## src/design/tls_rekey_credit_policer_unit_defines.svh

```systemverilog
// Assertion macros shared by the policer RTL.
`ifndef TLS_REKEY_CREDIT_POLICER_UNIT_DEFINES_SVH
`define TLS_REKEY_CREDIT_POLICER_UNIT_DEFINES_SVH

// Checks that the consequent holds in the same cycle as the antecedent.
`define TRCP_ASSERT_SAME(name, clk, rst_n, pre, post) \
    name: assert property (@(posedge clk) disable iff (!rst_n) (pre) |-> (post)) \
        else $error("check failed in policer");

// Checks that the consequent holds in the cycle after the antecedent.
`define TRCP_ASSERT_NEXT(name, clk, rst_n, pre, post) \
    name: assert property (@(posedge clk) disable iff (!rst_n) (pre) |=> (post)) \
        else $error("check failed in policer");

`endif

```

## src/design/trcp_pkg.sv

```systemverilog
`timescale 1ns / 1ps

package trcp_pkg;

    typedef enum logic [2:0] {
        OP_HEADER    = 3'd0,
        OP_HANDSHAKE = 3'd1,
        OP_RECEIVE   = 3'd2,
        OP_SEND      = 3'd3,
        OP_READY     = 3'd4
    } op_t;

    typedef enum logic [1:0] {
        DIV_IDLE,
        DIV_RUN,
        DIV_DONE
    } div_state_t;

    localparam logic [2:0] CFG_CREDIT_CAP         = 3'd0;
    localparam logic [2:0] CFG_WINDOW_TICKS       = 3'd1;
    localparam logic [2:0] CFG_RECORD_CLOSE_LIMIT = 3'd2;
    localparam logic [2:0] CFG_REKEY_BYTE_LIMIT   = 3'd3;
    localparam logic [2:0] CFG_REKEY_RECORD_LIMIT = 3'd4;
    localparam logic [2:0] CFG_CREDIT_EARN_BYTES  = 3'd5;

    localparam logic [5:0]  CREDIT_CAP_RESET         = 6'd32;
    localparam logic [31:0] WINDOW_TICKS_RESET       = 32'd60000;
    localparam logic [22:0] RECORD_CLOSE_LIMIT_RESET = 23'd4194304;
    localparam logic [31:0] REKEY_BYTE_LIMIT_RESET   = 32'd1073741824;
    localparam logic [22:0] REKEY_RECORD_LIMIT_RESET = 23'd1048576;
    localparam logic [28:0] CREDIT_EARN_BYTES_RESET  = 29'd268435456;

    localparam logic [7:0]  KEY_UPDATE_KIND  = 8'd24;
    localparam logic [14:0] MAX_BLOCK_BYTES  = 15'd16384;
    localparam logic [22:0] RECORD_COUNT_MAX = 23'h7FFFFF;
    localparam logic [31:0] WORD_MAX         = 32'hFFFFFFFF;

    localparam int DIV_BITS = 30;

endpackage

```

## src/design/tls_rekey_credit_policer_unit.sv

```systemverilog
`timescale 1ns / 1ps

// Session record and key-update policer.
// Events enter on the s_axis channel (operation in tuser, the rest in tdata) and each
// produces exactly one status item on the m_axis channel, in order.
// Registers are written on the cfg channel, which is always ready; write them only
// while no event is in flight.
// An event taken into the input register has its status registered in the output register
// when it advances; one event is taken every cycle while the receiver does not stall and no
// division runs. A new event is accepted while the previous status still waits in the output
// register.
// A bytes-received event whose sum of held and new bytes reaches twice credit_earn_bytes
// (only possible with credit_earn_bytes below 16384, or after lowering it) runs through
// a bit-serial divider. It stays in the input register while the divider loads, runs and
// reaches its done state, with s_axis_tready low meanwhile, and its status is registered
// when it then advances.
// When the receiver stalls, the status stays in the output register, the event behind it
// waits in the input register, and s_axis_tready drops.
// Reset loads the register reset values, empties both registers and sets the session
// to not ready with 32 credits.
module tls_rekey_credit_policer_unit
(
    input  logic        clk,
    input  logic        rst_n,
    input  logic        s_axis_tvalid,
    output logic        s_axis_tready,
    // direction[0], message_kind[8:1], byte_count[23:9], time_now[55:24]
    input  logic [55:0] s_axis_tdata,
    // operation[2:0]
    input  logic [2:0]  s_axis_tuser,
    output logic        m_axis_tvalid,
    input  logic        m_axis_tready,
    // session_closed[0], rekey_needed[1], credits_left[7:2], sent_rekeys[39:8],
    // received_rekeys[71:40]
    output logic [71:0] m_axis_tdata,
    input  logic        cfg_valid,
    output logic        cfg_ready,
    input  logic [2:0]  cfg_index,
    input  logic [31:0] cfg_data
);

`include "tls_rekey_credit_policer_unit_defines.svh"

    logic [5:0]  credit_cap_reg;
    logic [31:0] window_ticks_reg;
    logic [22:0] record_close_limit_reg;
    logic [31:0] rekey_byte_limit_reg;
    logic [22:0] rekey_record_limit_reg;
    logic [28:0] credit_earn_bytes_reg;

    logic        ready_reg, ready_next;
    logic        closed_reg, closed_next;
    logic [31:0] sent_byte_count_reg, sent_byte_count_next;
    logic [22:0] sent_record_count_reg, sent_record_count_next;
    logic [22:0] received_record_count_reg, received_record_count_next;
    logic [5:0]  credit_count_reg, credit_count_next;
    logic [28:0] earned_byte_count_reg, earned_byte_count_next;
    logic [31:0] window_start_reg, window_start_next;
    logic [31:0] sent_rekey_count_reg, sent_rekey_count_next;
    logic [31:0] received_rekey_count_reg, received_rekey_count_next;

    logic        in_valid_reg;
    logic [2:0]  in_op_reg;
    logic        in_direction_reg;
    logic [7:0]  in_kind_reg;
    logic [14:0] in_bytes_reg;
    logic [31:0] in_time_reg;

    logic        out_valid_reg;
    logic        out_closed_reg;
    logic        out_rekey_reg;
    logic [5:0]  out_credits_reg;
    logic [31:0] out_sent_rekeys_reg;
    logic [31:0] out_received_rekeys_reg;

    trcp_pkg::div_state_t div_state_reg, div_state_next;
    logic [29:0] div_dividend_reg;
    logic [28:0] div_rem_reg;
    logic [29:0] div_quot_reg;
    logic [4:0]  div_count_reg;
    logic        div_load;
    logic        div_done;
    logic        div_last;
    logic [29:0] div_trial;
    logic        div_ge;

    trcp_pkg::op_t op;
    logic        active;
    logic        advance;
    logic        compute_done;
    logic        slow_needed;
    logic        rekey;
    logic [14:0] block_bytes;
    logic        bytes_nonzero;
    logic        is_update;
    logic [22:0] record_sel;
    logic [22:0] record_inc;
    logic [31:0] elapsed;
    logic [5:0]  credit_tmp;
    logic [28:0] unit_eff;
    logic [29:0] rx_sum;
    logic        fast_ok;
    logic        fast_ge;
    logic [6:0]  earned_sat;
    logic [28:0] rem_sel;
    logic [7:0]  credit_sum;
    logic [32:0] sent_sum;

    assign cfg_ready = 1'b1;

    always_ff @(posedge clk or negedge rst_n)
    begin
        if (!rst_n)
        begin
            credit_cap_reg         <= trcp_pkg::CREDIT_CAP_RESET;
            window_ticks_reg       <= trcp_pkg::WINDOW_TICKS_RESET;
            record_close_limit_reg <= trcp_pkg::RECORD_CLOSE_LIMIT_RESET;
            rekey_byte_limit_reg   <= trcp_pkg::REKEY_BYTE_LIMIT_RESET;
            rekey_record_limit_reg <= trcp_pkg::REKEY_RECORD_LIMIT_RESET;
            credit_earn_bytes_reg  <= trcp_pkg::CREDIT_EARN_BYTES_RESET;
        end
        else if (cfg_valid)
        begin
            case (cfg_index)
                trcp_pkg::CFG_CREDIT_CAP:         credit_cap_reg <= cfg_data[5:0];
                trcp_pkg::CFG_WINDOW_TICKS:       window_ticks_reg <= cfg_data;
                trcp_pkg::CFG_RECORD_CLOSE_LIMIT: record_close_limit_reg <= cfg_data[22:0];
                trcp_pkg::CFG_REKEY_BYTE_LIMIT:   rekey_byte_limit_reg <= cfg_data;
                trcp_pkg::CFG_REKEY_RECORD_LIMIT: rekey_record_limit_reg <= cfg_data[22:0];
                trcp_pkg::CFG_CREDIT_EARN_BYTES:  credit_earn_bytes_reg <= cfg_data[28:0];
                default: ;
            endcase
        end
    end

    // Handshake between the input register and the output register.
    assign compute_done  = !slow_needed || div_done;
    assign advance       = in_valid_reg && compute_done && (!out_valid_reg || m_axis_tready);
    assign s_axis_tready = !in_valid_reg || advance;

    always_ff @(posedge clk or negedge rst_n)
    begin
        if (!rst_n)
        begin
            in_valid_reg <= 1'b0;
        end
        else if (s_axis_tready)
        begin
            in_valid_reg <= s_axis_tvalid;
        end
    end

    always_ff @(posedge clk)
    begin
        if (s_axis_tready && s_axis_tvalid)
        begin
            in_op_reg        <= s_axis_tuser;
            in_direction_reg <= s_axis_tdata[0];
            in_kind_reg      <= s_axis_tdata[8:1];
            in_bytes_reg     <= s_axis_tdata[23:9];
            in_time_reg      <= s_axis_tdata[55:24];
        end
    end

    // Shared operands of the event logic.
    assign op            = trcp_pkg::op_t'(in_op_reg);
    assign active        = ready_reg && !closed_reg;
    assign block_bytes   = (in_bytes_reg > trcp_pkg::MAX_BLOCK_BYTES)
                         ? trcp_pkg::MAX_BLOCK_BYTES : in_bytes_reg;
    assign bytes_nonzero = (in_bytes_reg != 15'd0);
    assign is_update     = (in_kind_reg == trcp_pkg::KEY_UPDATE_KIND);
    assign record_sel    = in_direction_reg ? sent_record_count_reg
                                            : received_record_count_reg;
    assign record_inc    = (record_sel != trcp_pkg::RECORD_COUNT_MAX)
                         ? record_sel + 23'd1 : record_sel;
    assign elapsed       = in_time_reg - window_start_reg;
    assign credit_tmp    = (elapsed >= window_ticks_reg) ? credit_cap_reg : credit_count_reg;
    assign unit_eff      = (credit_earn_bytes_reg == 29'd0) ? 29'd1 : credit_earn_bytes_reg;
    assign rx_sum        = {1'b0, earned_byte_count_reg} + {15'd0, block_bytes};
    assign fast_ok       = ({1'b0, rx_sum} < {1'b0, unit_eff, 1'b0});
    assign fast_ge       = (rx_sum >= {1'b0, unit_eff});
    assign slow_needed   = in_valid_reg && active && (op == trcp_pkg::OP_RECEIVE)
                         && bytes_nonzero && !fast_ok;
    assign sent_sum      = {1'b0, sent_byte_count_reg} + {18'd0, block_bytes};

    always_comb
    begin
        if (!fast_ok)
        begin
            earned_sat = (|div_quot_reg[29:6]) ? 7'd64 : {1'b0, div_quot_reg[5:0]};
            rem_sel    = div_rem_reg;
        end
        else if (fast_ge)
        begin
            earned_sat = 7'd1;
            rem_sel    = rx_sum[28:0] - unit_eff;
        end
        else
        begin
            earned_sat = 7'd0;
            rem_sel    = rx_sum[28:0];
        end
    end

    assign credit_sum = {2'b00, credit_count_reg} + {1'b0, earned_sat};

    always_comb
    begin
        ready_next                 = ready_reg;
        closed_next                = closed_reg;
        sent_byte_count_next       = sent_byte_count_reg;
        sent_record_count_next     = sent_record_count_reg;
        received_record_count_next = received_record_count_reg;
        credit_count_next          = credit_count_reg;
        earned_byte_count_next     = earned_byte_count_reg;
        window_start_next          = window_start_reg;
        sent_rekey_count_next      = sent_rekey_count_reg;
        received_rekey_count_next  = received_rekey_count_reg;
        rekey                      = 1'b0;
        if (op == trcp_pkg::OP_READY)
        begin
            if (!closed_reg)
            begin
                ready_next = 1'b1;
            end
        end
        else if (active)
        begin
            case (op)
                trcp_pkg::OP_HEADER:
                begin
                    if (in_direction_reg)
                    begin
                        sent_record_count_next = record_inc;
                    end
                    else
                    begin
                        received_record_count_next = record_inc;
                    end
                    if (record_inc >= record_close_limit_reg)
                    begin
                        closed_next = 1'b1;
                        ready_next  = 1'b0;
                    end
                end
                trcp_pkg::OP_HANDSHAKE:
                begin
                    if (bytes_nonzero)
                    begin
                        if (!in_direction_reg)
                        begin
                            if (elapsed >= window_ticks_reg)
                            begin
                                window_start_next = in_time_reg;
                            end
                            if (credit_tmp == 6'd0 || !is_update)
                            begin
                                credit_count_next = credit_tmp;
                                closed_next       = 1'b1;
                                ready_next        = 1'b0;
                            end
                            else
                            begin
                                credit_count_next          = credit_tmp - 6'd1;
                                received_record_count_next = 23'd0;
                                received_rekey_count_next  =
                                    (received_rekey_count_reg == trcp_pkg::WORD_MAX)
                                    ? received_rekey_count_reg
                                    : received_rekey_count_reg + 32'd1;
                            end
                        end
                        else if (is_update)
                        begin
                            sent_byte_count_next   = 32'd0;
                            sent_record_count_next = 23'd0;
                            sent_rekey_count_next  =
                                (sent_rekey_count_reg == trcp_pkg::WORD_MAX)
                                ? sent_rekey_count_reg
                                : sent_rekey_count_reg + 32'd1;
                        end
                    end
                end
                trcp_pkg::OP_RECEIVE:
                begin
                    if (bytes_nonzero)
                    begin
                        earned_byte_count_next = rem_sel;
                        if (earned_sat != 7'd0)
                        begin
                            credit_count_next = (credit_sum > {2'b00, credit_cap_reg})
                                              ? credit_cap_reg : credit_sum[5:0];
                        end
                    end
                end
                trcp_pkg::OP_SEND:
                begin
                    if (bytes_nonzero)
                    begin
                        rekey = (sent_byte_count_reg >= rekey_byte_limit_reg)
                             || (sent_record_count_reg >= rekey_record_limit_reg);
                        sent_byte_count_next = sent_sum[32] ? trcp_pkg::WORD_MAX
                                                            : sent_sum[31:0];
                    end
                end
                default: ;
            endcase
        end
    end

    always_ff @(posedge clk or negedge rst_n)
    begin
        if (!rst_n)
        begin
            ready_reg                 <= 1'b0;
            closed_reg                <= 1'b0;
            sent_byte_count_reg       <= 32'd0;
            sent_record_count_reg     <= 23'd0;
            received_record_count_reg <= 23'd0;
            credit_count_reg          <= trcp_pkg::CREDIT_CAP_RESET;
            earned_byte_count_reg     <= 29'd0;
            window_start_reg          <= 32'd0;
            sent_rekey_count_reg      <= 32'd0;
            received_rekey_count_reg  <= 32'd0;
        end
        else if (advance)
        begin
            ready_reg                 <= ready_next;
            closed_reg                <= closed_next;
            sent_byte_count_reg       <= sent_byte_count_next;
            sent_record_count_reg     <= sent_record_count_next;
            received_record_count_reg <= received_record_count_next;
            credit_count_reg          <= credit_count_next;
            earned_byte_count_reg     <= earned_byte_count_next;
            window_start_reg          <= window_start_next;
            sent_rekey_count_reg      <= sent_rekey_count_next;
            received_rekey_count_reg  <= received_rekey_count_next;
        end
    end

    always_ff @(posedge clk or negedge rst_n)
    begin
        if (!rst_n)
        begin
            out_valid_reg <= 1'b0;
        end
        else if (advance)
        begin
            out_valid_reg <= 1'b1;
        end
        else if (m_axis_tready)
        begin
            out_valid_reg <= 1'b0;
        end
    end

    always_ff @(posedge clk)
    begin
        if (advance)
        begin
            out_closed_reg          <= closed_next;
            out_rekey_reg           <= rekey;
            out_credits_reg         <= credit_count_next;
            out_sent_rekeys_reg     <= sent_rekey_count_next;
            out_received_rekeys_reg <= received_rekey_count_next;
        end
    end

    assign m_axis_tvalid = out_valid_reg;
    assign m_axis_tdata  = {out_received_rekeys_reg, out_sent_rekeys_reg, out_credits_reg,
                            out_rekey_reg, out_closed_reg};

    // Restoring divider, one quotient bit per cycle, for large received-byte sums.
    assign div_last  = (div_count_reg == 5'(trcp_pkg::DIV_BITS - 1));
    assign div_trial = {div_rem_reg, div_dividend_reg[29]};
    assign div_ge    = (div_trial >= {1'b0, unit_eff});

    always_comb
    begin
        div_state_next = div_state_reg;
        case (div_state_reg)
            trcp_pkg::DIV_IDLE:
            begin
                if (slow_needed)
                begin
                    div_state_next = trcp_pkg::DIV_RUN;
                end
            end
            trcp_pkg::DIV_RUN:
            begin
                if (div_last)
                begin
                    div_state_next = trcp_pkg::DIV_DONE;
                end
            end
            trcp_pkg::DIV_DONE:
            begin
                if (advance)
                begin
                    div_state_next = trcp_pkg::DIV_IDLE;
                end
            end
            default: div_state_next = trcp_pkg::DIV_IDLE;
        endcase
    end

    always_comb
    begin
        div_load = (div_state_reg == trcp_pkg::DIV_IDLE) && slow_needed;
        div_done = (div_state_reg == trcp_pkg::DIV_DONE);
    end

    always_ff @(posedge clk or negedge rst_n)
    begin
        if (!rst_n)
        begin
            div_state_reg <= trcp_pkg::DIV_IDLE;
            div_count_reg <= 5'd0;
        end
        else
        begin
            div_state_reg <= div_state_next;
            if (div_load)
            begin
                div_count_reg <= 5'd0;
            end
            else if (div_state_reg == trcp_pkg::DIV_RUN)
            begin
                div_count_reg <= div_count_reg + 5'd1;
            end
        end
    end

    always_ff @(posedge clk)
    begin
        if (div_load)
        begin
            div_dividend_reg <= rx_sum;
            div_rem_reg      <= 29'd0;
            div_quot_reg     <= 30'd0;
        end
        else if (div_state_reg == trcp_pkg::DIV_RUN)
        begin
            div_dividend_reg <= {div_dividend_reg[28:0], 1'b0};
            div_rem_reg      <= div_ge ? 29'(div_trial - {1'b0, unit_eff}) : div_trial[28:0];
            div_quot_reg     <= {div_quot_reg[28:0], div_ge};
        end
    end

    `TRCP_ASSERT_NEXT(closed_sticky_a, clk, rst_n, closed_reg, closed_reg)
    `TRCP_ASSERT_SAME(closed_not_ready_a, clk, rst_n, closed_reg, !ready_reg)
    `TRCP_ASSERT_SAME(div_holds_input_a, clk, rst_n,
        div_state_reg == trcp_pkg::DIV_RUN, in_valid_reg && !s_axis_tready)
    `TRCP_ASSERT_NEXT(advance_fills_output_a, clk, rst_n, advance, out_valid_reg)

endmodule

```

## config.mk

```make
export PLATFORM = sky130hd
export DESIGN_NAME = tls_rekey_credit_policer_unit
export DESIGN_NICKNAME = d
export VERILOG_FILES = /design/src/design/trcp_pkg.sv /design/src/design/tls_rekey_credit_policer_unit.sv
export VERILOG_INCLUDE_DIRS = /design/src /design/src/design
export SDC_FILE = /design/constraint.sdc
export NUM_CORES = 1
export LEC_CHECK = 0
export BUFFER_PORTS_ARGS = -buffer_cell sky130_fd_sc_hd__clkbuf_2
export CAP_MARGIN = 15
export CORE_MARGIN = 5
export CORE_UTILIZATION = 30
export CTS_BUF_LIST = sky130_fd_sc_hd__clkbuf_2
export DETAILED_ROUTE_END_ITERATION = 6
export PLACE_DENSITY_LB_ADDON = 0.15
export SLEW_MARGIN = 20
export SYNTH_ARGS = -nofsm -noshare
export SYNTH_HDL_FRONTEND = slang
export SYNTH_SLANG_ARGS = --single-unit
```

## constraint.sdc

```tcl
create_clock -name clk -period 10.1 [get_ports clk]
set_clock_uncertainty 0.05 [all_clocks]
set_input_delay 1.01 -clock clk [delete_from_list [all_inputs] [get_ports clk]]
set_output_delay 1.01 -clock clk [all_outputs]
set_load 0.03 [all_outputs]
```

After elaboration in Yosys (flattened, before gate mapping)

Index checks and enable logic that the tools add are counted.

Register bits: 585
Output and inout port bits: 75

$add $sub $neg: 11
Bitwise operators: 5
$lt $le $gt $ge: 9
Reductions and logical operators: 48
Multiplexer cells: 75
Equal/unequal tests: 32

Operators by type and width:

| cell                                          | number |
|---|---|
| 2-to-1 mux 32 bit                             | 19 |
| 2-to-1 mux 23 bit                             | 10 |
| 2-to-1 mux 29 bit                             | 4 |
| case mux 23 bit (2 select lines)              | 2 |
| adder 32 x 1 -> 32 bit, second input constant | 2 |
| == test 32 bit, second input constant         | 2 |
| >= comparator 32 bit                          | 2 |
| case mux 32 bit (2 select lines)              | 1 |
| >= comparator 30 x 29 -> 1 bit                | 2 |
| 2-to-1 mux 30 bit                             | 2 |
| subtractor 29 bit                             | 2 |
| 2-to-1 mux 6 bit                              | 9 |
| >= comparator 23 bit                          | 2 |
| adder 32 x 15 -> 33 bit                       | 1 |
| AND reduction 8 bit                           | 4 |
| subtractor 32 bit                             | 1 |
| adder 29 x 15 -> 30 bit                       | 1 |
| less-than comparator 30 bit                   | 1 |
| zero test 29 bit                              | 1 |
| OR reduction 24 bit                           | 1 |
| adder 23 x 1 -> 23 bit, second input constant | 1 |
| != test 23 bit, second input constant         | 1 |
| != test 2 bit, second input constant          | 11 |
| 2-to-1 mux 1 bit                              | 16 |
| other kinds (37)                              | 82 |

Logic depth before layout (Yosys ltp)

Gate-level depths: netlist of run 1.

Depth in word-level cells: 14
Depth in mapped cells: 42
Gate-level depth less buffers: 38

Least setup slack after synthesis of run 1

Ideal clock, no wire load.

Path kind: register -> register
Start: reg in_bytes_reg[14]
End: reg credit_count_reg[1]
Arrival time: 8,287 ps
Setup time: 125 ps
Clock period less this slack: 8,461 ps
Stages on the path, launching flop included: 40
Path slack: 1,639 ps
Path buffers: 4
Path through: edfxtp_1 > buf_4 > clkbuf_1 > nor2b_1 > ha_1 > ha_1 > maj3_1 > a32oi_1 > nand2b_1 > maj3_1 > a21oi_1 > nor2_1 > xnor2_1 > inv_1 > ha_1 > nand4_1 > a211oi_1 > o2111ai_1 > [... 4 more ...] > nor2_1 > clkbuf_1 > clkbuf_1 > a21boi_0 > ha_1 > fa_1 > ha_1 > nor2b_1 > o21a_1 > o21a_1 > o21ai_0 > nand2b_1 > a21oi_1 > o21bai_1 > a41oi_4 > mux2_1 > a2bb2oi_1 > mux2_2

Cells in the longest elaborated chain, start to end: 14
Elaborated cells on any way between the ends: 25
Those cells by class: add/sub: 2; order compare: 4; mux: 10; reduce/logical: 9

Ends and longest elaborated chain:

| what                                   | RTL line                             | RTL |
|---|---|---|
| start, declared                        | tls_rekey_credit_policer_unit.sv:66  | `logic [14:0] in_bytes_reg;` |
| start signal, assigned                 | tls_rekey_credit_policer_unit.sv:160 | `in_bytes_reg <= s_axis_tdata[23:9];` |
| greater-than comparator 15 bit         | tls_rekey_credit_policer_unit.sv:168 | `assign block_bytes = (in_bytes_reg > trcp_pkg::MAX_BLOCK_BYTES)` |
| 2-to-1 mux 15 bit                      | tls_rekey_credit_policer_unit.sv:169 | `? trcp_pkg::MAX_BLOCK_BYTES : in_bytes_reg;` |
| adder 29 x 15 -> 30 bit                | tls_rekey_credit_policer_unit.sv:179 | `assign rx_sum = {1'b0, earned_byte_count_reg} + {15'd0, block_bytes};` |
| >= comparator 30 x 29 -> 1 bit         | tls_rekey_credit_policer_unit.sv:181 | `assign fast_ge = (rx_sum >= {1'b0, unit_eff});` |
| 2-to-1 mux 1 bit                       | tls_rekey_credit_policer_unit.sv:193 | `else if (fast_ge)` |
| 2-to-1 mux 7 bit                       | tls_rekey_credit_policer_unit.sv:188 | `if (!fast_ok)` |
| adder 6 x 7 -> 8 bit                   | tls_rekey_credit_policer_unit.sv:205 | `assign credit_sum = {2'b00, credit_count_reg} + {1'b0, earned_sat};` |
| greater-than comparator 8 x 6 -> 1 bit | tls_rekey_credit_policer_unit.sv:290 | `credit_count_next = (credit_sum > {2'b00, credit_cap_reg})` |
| 2-to-1 mux 6 bit                       | tls_rekey_credit_policer_unit.sv:291 | `? credit_cap_reg : credit_sum[5:0];` |
| 2-to-1 mux 6 bit                       | tls_rekey_credit_policer_unit.sv:288 | `if (earned_sat != 7'd0)` |
| 2-to-1 mux 6 bit                       | tls_rekey_credit_policer_unit.sv:285 | `if (bytes_nonzero)` |
| case mux 6 bit (2 select lines) (*)    | tls_rekey_credit_policer_unit.sv:229 | `case (op)` |
| 2-to-1 mux 6 bit (*)                   | tls_rekey_credit_policer_unit.sv:227 | `else if (active)` |
| 2-to-1 mux 6 bit (*)                   | tls_rekey_credit_policer_unit.sv:220 | `if (op == trcp_pkg::OP_READY)` |
| net credit_count_next[1]               | tls_rekey_credit_policer_unit.sv:56  | `logic [5:0] credit_count_reg, credit_count_next;` |
| end signal, assigned                   | tls_rekey_credit_policer_unit.sv:319 | `credit_count_reg <= trcp_pkg::CREDIT_CAP_RESET;` |
| end signal, assigned                   | tls_rekey_credit_policer_unit.sv:332 | `credit_count_reg <= credit_count_next;` |
| end, declared                          | tls_rekey_credit_policer_unit.sv:56  |  |

The timed path passes the listed nets; every way through them passes the cells marked *.
A chain may end at the register's enable or synchronous reset.

Worst setup path in the final report of run 1

Start: reg in_bytes_reg[8]
End: out s_axis_tready

Cells in the longest elaborated chain, start to end: 11
Elaborated cells on any way between the ends: 13
Those cells by class: add/sub: 1; order compare: 2; mux: 1; reduce/logical: 9

Ends and longest elaborated chain:

| what                               | RTL line                             | RTL |
|---|---|---|
| greater-than comparator 15 bit     | tls_rekey_credit_policer_unit.sv:168 |  |
| 2-to-1 mux 15 bit                  | tls_rekey_credit_policer_unit.sv:169 |  |
| adder 29 x 15 -> 30 bit            | tls_rekey_credit_policer_unit.sv:179 |  |
| less-than comparator 30 bit        | tls_rekey_credit_policer_unit.sv:180 | `assign fast_ok = ({1'b0, rx_sum} < {1'b0, unit_eff, 1'b0});` |
| zero test 1 bit                    | --                                   |  |
| logical AND 1 bit (*)              | tls_rekey_credit_policer_unit.sv:183 | `&& bytes_nonzero && !fast_ok;` |
| zero test 1 bit (*)                | tls_rekey_credit_policer_unit.sv:137 | `assign compute_done = !slow_needed \|\| div_done;` |
| logical OR 1 bit (*)               | tls_rekey_credit_policer_unit.sv:137 |  |
| logical AND 1 bit (*) (2 in a row) | tls_rekey_credit_policer_unit.sv:138 | `assign advance = in_valid_reg && compute_done && (!out_valid_reg \|\| m_axis_tready);` |
| logical OR 1 bit (*)               | tls_rekey_credit_policer_unit.sv:139 | `assign s_axis_tready = !in_valid_reg \|\| advance;` |
| end, declared                      | tls_rekey_credit_policer_unit.sv:26  | `output logic s_axis_tready,` |

Every way passes the cells marked *; elsewhere a longest branch is shown, timed or not.

==> reports/metrics.yaml, run 1 <==
sta:
  rsz0062_at_grt: "false"
  relSlewSlack: 0.297
  timing.final.max_slew_violations: 0
  tns_ps: 0
  setup_viol_count_final: 0
  period_share: 0.892
  max_freq_ghz: 0.111
  finalHoldViolations: 0
  tightest_slew_ps: 1050
  timing.final.crit_period_ps: 9010
route:
  dr.pass1.iters: 5
  wire_per_inst_um: 18.1
  drcViolationCount: 0
  vias_per_cell: 4.87
  wl_um: 105000
  ant_nets: 0
  drt_iter0_markers: 1570
  route.vias.total: 28200
synth:
  syn_inst: 3780
  synthTopCellsByArea: "dfrtp_1 25%, edfxtp_1 14%, ha_1 9.0%"
  synth.distinct_cells: 102
  synth_mux_area_frac: 0.0558
  synthSimpleGateAreaFrac: 0.160
  syn_avg_cell_area_um2: 9.45
  synth_xor_xnor_area_share: 0.0707
  synth_ff_type: "dfrtp_1"
  synth.top_cell.area_share: 0.247
  ys_async_sr_fraction: 0.624
  netlist_area_um2: 35700
  synth_fa_ha_area_frac: 0.0939
  synth-compound-area-share: 0.152
  ys_seq_area_frac: 0.425
  synth_edf_count: 161
  yosys_warnings: 0
  ys_ff_latch: 585
  synth_top_family_by_area: "simple AND/OR/NAND/NOR gates"
  yosysTopAreaCell: "dfrtp_1"
  synthesis.nets: 4139
power:
  swShare: 0.347
  switching_power_mw: 2.12
  combPwrFrac: 0.241
  p_leak_nw: 18.8
  p_per_area_nw_per_um2: 149
  ir_worst_vdd_mv: 0.0781
  sequentialPowerShare: 0.451
  clockPowerShare: 0.308
  p_int_mw: 3.99
grt:
  grt_pass1_wl_um: 165000
  track_usage: 0.166
  grt_pass1_vias: 28500
  grt_max_degree: 153
  grtUsageMet1: 0.230
  antenna_found_initial: 5
  grt_util_met3: 0.0265
  grt_overflow: 0
  met2_usage: 0.263
  grt.busiest_layer: "met2"
outcome:
  outcome: "finished clean"
run:
  drv_cap: 0
worst_setup_path:
  slowest_delay_ps: 570
  r2r-start: "in_bytes_reg[8]"
  path_depth: 22
  crit_start: "in_bytes_reg[8]"
  cp_max_fo: 31
  cpLargestDelayFamily: "compound AO/OA/AOI/OAI gates"
  r2r_cells: 33
  arrival_ps: 7950
  crit_type: "register to primary output"
  worstPathRequired_ps: 9040
  cp_num_buf_inv: 2
  slowest_stage: "nor4_1"
  worstSetupStartpointType: "register"
  crit_path_end_kind: "primary output"
  endpoint: "s_axis_tready"
  worstReg2RegEnd: "credit_count_reg[1]"
  crit_top_cell: "a21oi_1"
  crit_chain: "nor4_1, a41oi_2, a21oi_1, o21ai_0, o21ai_0, a21oi_1, o21ai_0, a21oi_1, o311ai_0, xor2_1, ha_1, a21oi_1, nand3_1, a211oi_1, o311a_1, maj3_1, a221oi_2, nor4_4, o41ai_4, buf_4, nand2_1, clkbuf_2"
  r2r_setup_slack_ps: 1090
die:
  core_um2: 118000
  dieArea_um2: 126000
  die_y_um: 355
  num_rows: 126
  die_w_um: 355
  initial_core_util: 0.302
  io_pins: 174
final_layout:
  final_area_um2: 40900
  syn_to_final_growth_pct: 14.5
  final_nets: 4473
  drive_gt1_frac: 0.161
placed_design:
  postPlaceCellArea_um2: 38200
  port_buffers: 172
  dp_hpwl_um: 76400
  gp_congestion: 0.857
cts:
  clk_pin_slew_ps: 100
  cts-hold-fix-buffers: 99
  cts_tree: "yes"
  ctsResizeCount: 0
  cts_max_path_buffers: 3
  clk_latency_ps: 1420
  htreeDepth: 4
  post-cts-setup-buffers: 0
  cts.sinks: 585
  clock-root-buffer: "clkbuf_2"
  numCtsBuffers: 171
worst_hold_path:
  hp-class: "primary input to async pin"
==> synthesized netlist by cell type (8+ instances only) <==
library cell and count:
nand2_1 552, dfrtp_1 352, o21ai_0 336, ha_1 256
inv_1 240, nor2_1 192, xnor2_1 182, a21oi_1 170
edfxtp_1 161, mux2_2 115, clkbuf_1 112, xor2_1 101
nand3_1 79, mux2i_1 67, a21o_1 64, dfxtp_1 59
nand4_1 57, and2_1 44, nor2b_1 44, nand2b_1 43
and3_1 41, nor3_1 39, a31oi_1 35, o21a_1 32
nor4_1 26, a211oi_1 25, buf_2 24, o211ai_1 21
o21bai_1 18, o21ai_1 16, o31ai_1 15, or2_2 15
dfstp_2 13, or3_1 12, a21boi_0 11, a211o_1 10
and4_1 10, o22ai_1 10, a22o_1 8, a31o_2 8
buf_4 8
==> layer usage <==
layer / wire (um) / vias up
met4: 2800 / 0
met2: 46800 / 577
met3: 4150 / 165
met5: 0 / -
li1: - / 14100
met1: 51000 / 13400
==> how the worst min path moves through the flow <==
stage	startpoint	end	slack [ps]	cells after the start
after floorplan	div_quot_reg[29]	div_quot_reg[29]	390	2
after global placement	div_quot_reg[29]	div_quot_reg[29]	410	2
after detailed placement	div_quot_reg[29]	div_quot_reg[29]	420	2
after CTS	rst_n	received_rekey_count_reg[16]	2	2
after global routing	s_axis_tdata[32]	in_time_reg[8]	100	2
final	rst_n	received_rekey_count_reg[15]	210	2
==> through the flow <==
stage | power, mW | hold slack [ps] | setup WS, ps | std cells | utilization
5_1_grt | 6.56 | 102 | 487 | 5801 | 0.346
2_1_floorplan | 3.79 | 386 | 1640 | 3780 | -
3_5_place_dp | 4.25 | 419 | 1200 | 5378 | 0.324
6_report | 6.11 | 207 | 1090 | 5803 | 0.346
3_3_place_gp | 4.25 | 410 | 1320 | 5378 | 0.324
4_1_cts | 6.24 | 1.50 | 881 | 5799 | 0.346
==> power by group through the flow <==
stage,registers (mW),clock network (mW),logic [mW]
CTS,2.75,2.00,1.49
global route,2.78,2.11,1.67
global placement,2.80,0,1.45
detailed placement,2.80,0,1.45
finish,2.75,1.88,1.47
floorplan,2.79,0,0.998
==> cells in the final DEF (no fill, tap or decap), types with 21 or more instances in the layout <==
cell           synthesis  final
o211ai_1              21     21
nand2_1              552    552
clkbuf_2               0    434
nor2b_1               44     43
and3_1                41     41
a211oi_1              25     25
ha_1                 256    256
nor2_1               192    189
a21oi_1              170    170
nor3_1                39     38
dlygate4sd3_1          0     99
xor2_1               101    101
dfxtp_1               59     59
o21a_1                32     32
and2_1                44     43
dfrtp_1              352    352
a21o_1                64     64
mux2i_1               67     67
o21ai_0              336    335
inv_1                240    239
nand2b_1              43     42
edfxtp_1             161    161
buf_4                  8     38
nand3_1               79     79
a31oi_1               35     35
xnor2_1              182    182
mux2_2               115    115
clkinv_1               0     40
nor4_1                26     26
nand4_1               57     57
==> layout make-up <==
cell class              instances  area, um^2
fillers                     12200       77200
diodes                          4        10.0
clock buffers                 263        1320
clock inverters                59         329
inverters                     240         903
flip-flops and latches        585       15200
well taps                    1536        1920
repair buffers                310        2170
multi-input cells            2806       19100
==> cell families after synthesis <==
group	count (synthesis)
and+or+nand+nor	1200
AOI/OAI and AO/OA	869
DFF	585
buffers and inverters	389
xor gates and xnor gates	285
adders and majority gates	267
muxes	184
other	1
Power figures use the tool's default switching activity.
==> inputs of run 2 (changes only) <==
--- a/config.mk
+++ b/config.mk
@@ -12,6 +12,7 @@
 export CORE_UTILIZATION = 30
 export CTS_BUF_LIST = sky130_fd_sc_hd__clkbuf_2
 export DETAILED_ROUTE_END_ITERATION = 6
+export MAX_ROUTING_LAYER = met4
 export PLACE_DENSITY_LB_ADDON = 0.15
 export SLEW_MARGIN = 20
 export SYNTH_ARGS = -nofsm -noshare
==> constraint.sdc (replaced) <==
create_clock -name clk -period 10.1 [get_ports clk]
set_clock_uncertainty 0.05 [all_clocks]
set_input_delay 1.515 -clock clk [delete_from_list [all_inputs] [get_ports clk]]
set_output_delay 1.515 -clock clk [all_outputs]
set_load 0.03 [all_outputs]
==> reports/metrics.yaml, run 2 (synthesis results as in run 1) <==
die:
  num_rows: 126
  io_pins: 174
  dieArea_um2: 126000
  die_w_um: 355
  core_um2: 118000
  initial_core_util: 0.302
  die_y_um: 355
final_layout:
  final_nets: 4418
  post_layout_nonfiller_instances: 5740
  drive_gt1_frac: 0.164
  syn_to_final_growth_pct: 12.9
  final_common_cell: "nand2_1"
  fill_cells: 12300
  finalCoreUtilization: 0.341
  layout_common_cells: "552 x nand2_1, 439 x clkbuf_2, 352 x dfrtp_1"
route:
  drcViolationCount: 0
  dr.pass1.iters: 5
  vias_per_cell: 4.87
  wire_per_inst_um: 18.3
  ant_nets: 0
  wl_um: 105000
  route.vias.total: 28000
  drt_iter0_markers: 1462
grt:
  grt_overflow: 0
  grt_pass1_vias: 27900
  met2_usage: 0.260
  grt_pass1_wl_um: 162000
  grt_util_met3: 0.0295
  grt_max_degree: 93
  antenna_found_initial: 2
  grt.busiest_layer: "met2"
  track_usage: 0.169
  grtUsageMet1: 0.229
sta:
  rsz0062_at_grt: "false"
  tightest_slew_ps: 1010
  timing.final.crit_period_ps: 9220
  max_freq_ghz: 0.109
  finalHoldViolations: 0
  period_share: 0.913
  relSlewSlack: 0.323
  setup_ws_ps: 884
  tns_ps: 0
  timing.final.max_slew_violations: 0
  setup_viol_count_final: 0
cts:
  clk_pin_slew_ps: 120
  htreeDepth: 4
  ctsResizeCount: 0
  clk_latency_ps: 1470
  cts_max_path_buffers: 3
  cts_tree: "yes"
  clock-root-buffer: "clkbuf_2"
  numCtsBuffers: 171
  cts.sinks: 585
placed_design:
  place_inst: 5379
  gp_congestion: 0.858
  dp_hpwl_um: 76900
  dp_slack_ps: 936
  port_buffers: 172
worst_setup_path:
  slowest_stage: "edfxtp_1"
  crit_path_end_kind: "register"
  worstPathRequired_ps: 11350
  r2r-start: "in_bytes_reg[14]"
  arrival_ps: 10470
  slowest_delay_ps: 660
  cp_max_fo: 16
  crit_start: "in_bytes_reg[14]"
  worstSetupStartpointType: "register"
  crit_type: "register to register"
worst_hold_path:
  hp-class: "primary input to register"
  min_from: "s_axis_tdata[10]"
power:
  ir_worst_vdd_mv: 0.0842
  p_per_area_nw_per_um2: 151
  p_leak_nw: 18.5
outcome:
  outcome: "finished clean"
run:
  drv_cap: 0
[run 2: layout make-up]
cell class | count | area, um^2 | share of cell area
Antenna cell | 6 | 15.0 | 0.000373
Tap cell | 1536 | 1920 | 0.0477
Clock buffer | 268 | 1340 | 0.0333
Multi-Input combinational cell | 2806 | 19100 | 0.473
Clock inverter | 44 | 272 | 0.00674
Inverter | 240 | 903 | 0.0224
Timing Repair Buffer | 255 | 1610 | 0.0398
Sequential cell | 585 | 15200 | 0.376
[run 2: final timing paths]
check	cells past startpoint	endpoint	slack, ps
setup / recovery	35	credit_count_reg[1]	880
hold / removal	1	in_bytes_reg[1]	220
setup reg to reg	35	credit_count_reg[1]	880
hold reg to reg	2	div_quot_reg[17]	380
max in group asynchronous	3	earned_byte_count_reg[0]	8000
min in group asynchronous	2	received_rekey_count_reg[15]	630
[run 2: power breakdown]
part           switching, mW  total [mW]  internal [mW]
Combinational          0.882        1.45          0.573
Sequential             0.127        2.75           2.63
Clock                   1.10        1.88          0.780
[run 2: layer usage]
metal | share of wire | wire length, um
met1 | 0.49 | 51200
met5 | 0 | 0
met2 | 0.45 | 46800
met3 | 0.041 | 4310
met4 | 0.024 | 2510
[run 2: worst max-delay path: cells and delay by family (launching register included)]
family / cells / cell delay (ps)
compound gates: 22 / 4840
xor+xnor: 1 / 370
fa+ha+maj: 5 / 1630
flops: 1 / 660
mux: 2 / 650
simple gates: 5 / 870
[run 2: timing repair]
action,4_1_cts,5_1_grt
endpoints found under the hold margin,125,0
hold buffers,43,0
setup buffers,0,0
[run 2: stage by stage]
| stage | instance area [um^2] | power, mW | hold slack, ps |
|---|---|---|---|
| finish | 40300 | 6.09 | 216 |
| global route | 40300 | 6.52 | 15.3 |
| CTS | 40300 | 6.22 | 9.87 |
| detailed placement | 38200 | 4.25 | 405 |
| global placement | 38200 | 4.25 | 399 |
| floorplan | 35700 | 3.79 | 386 |
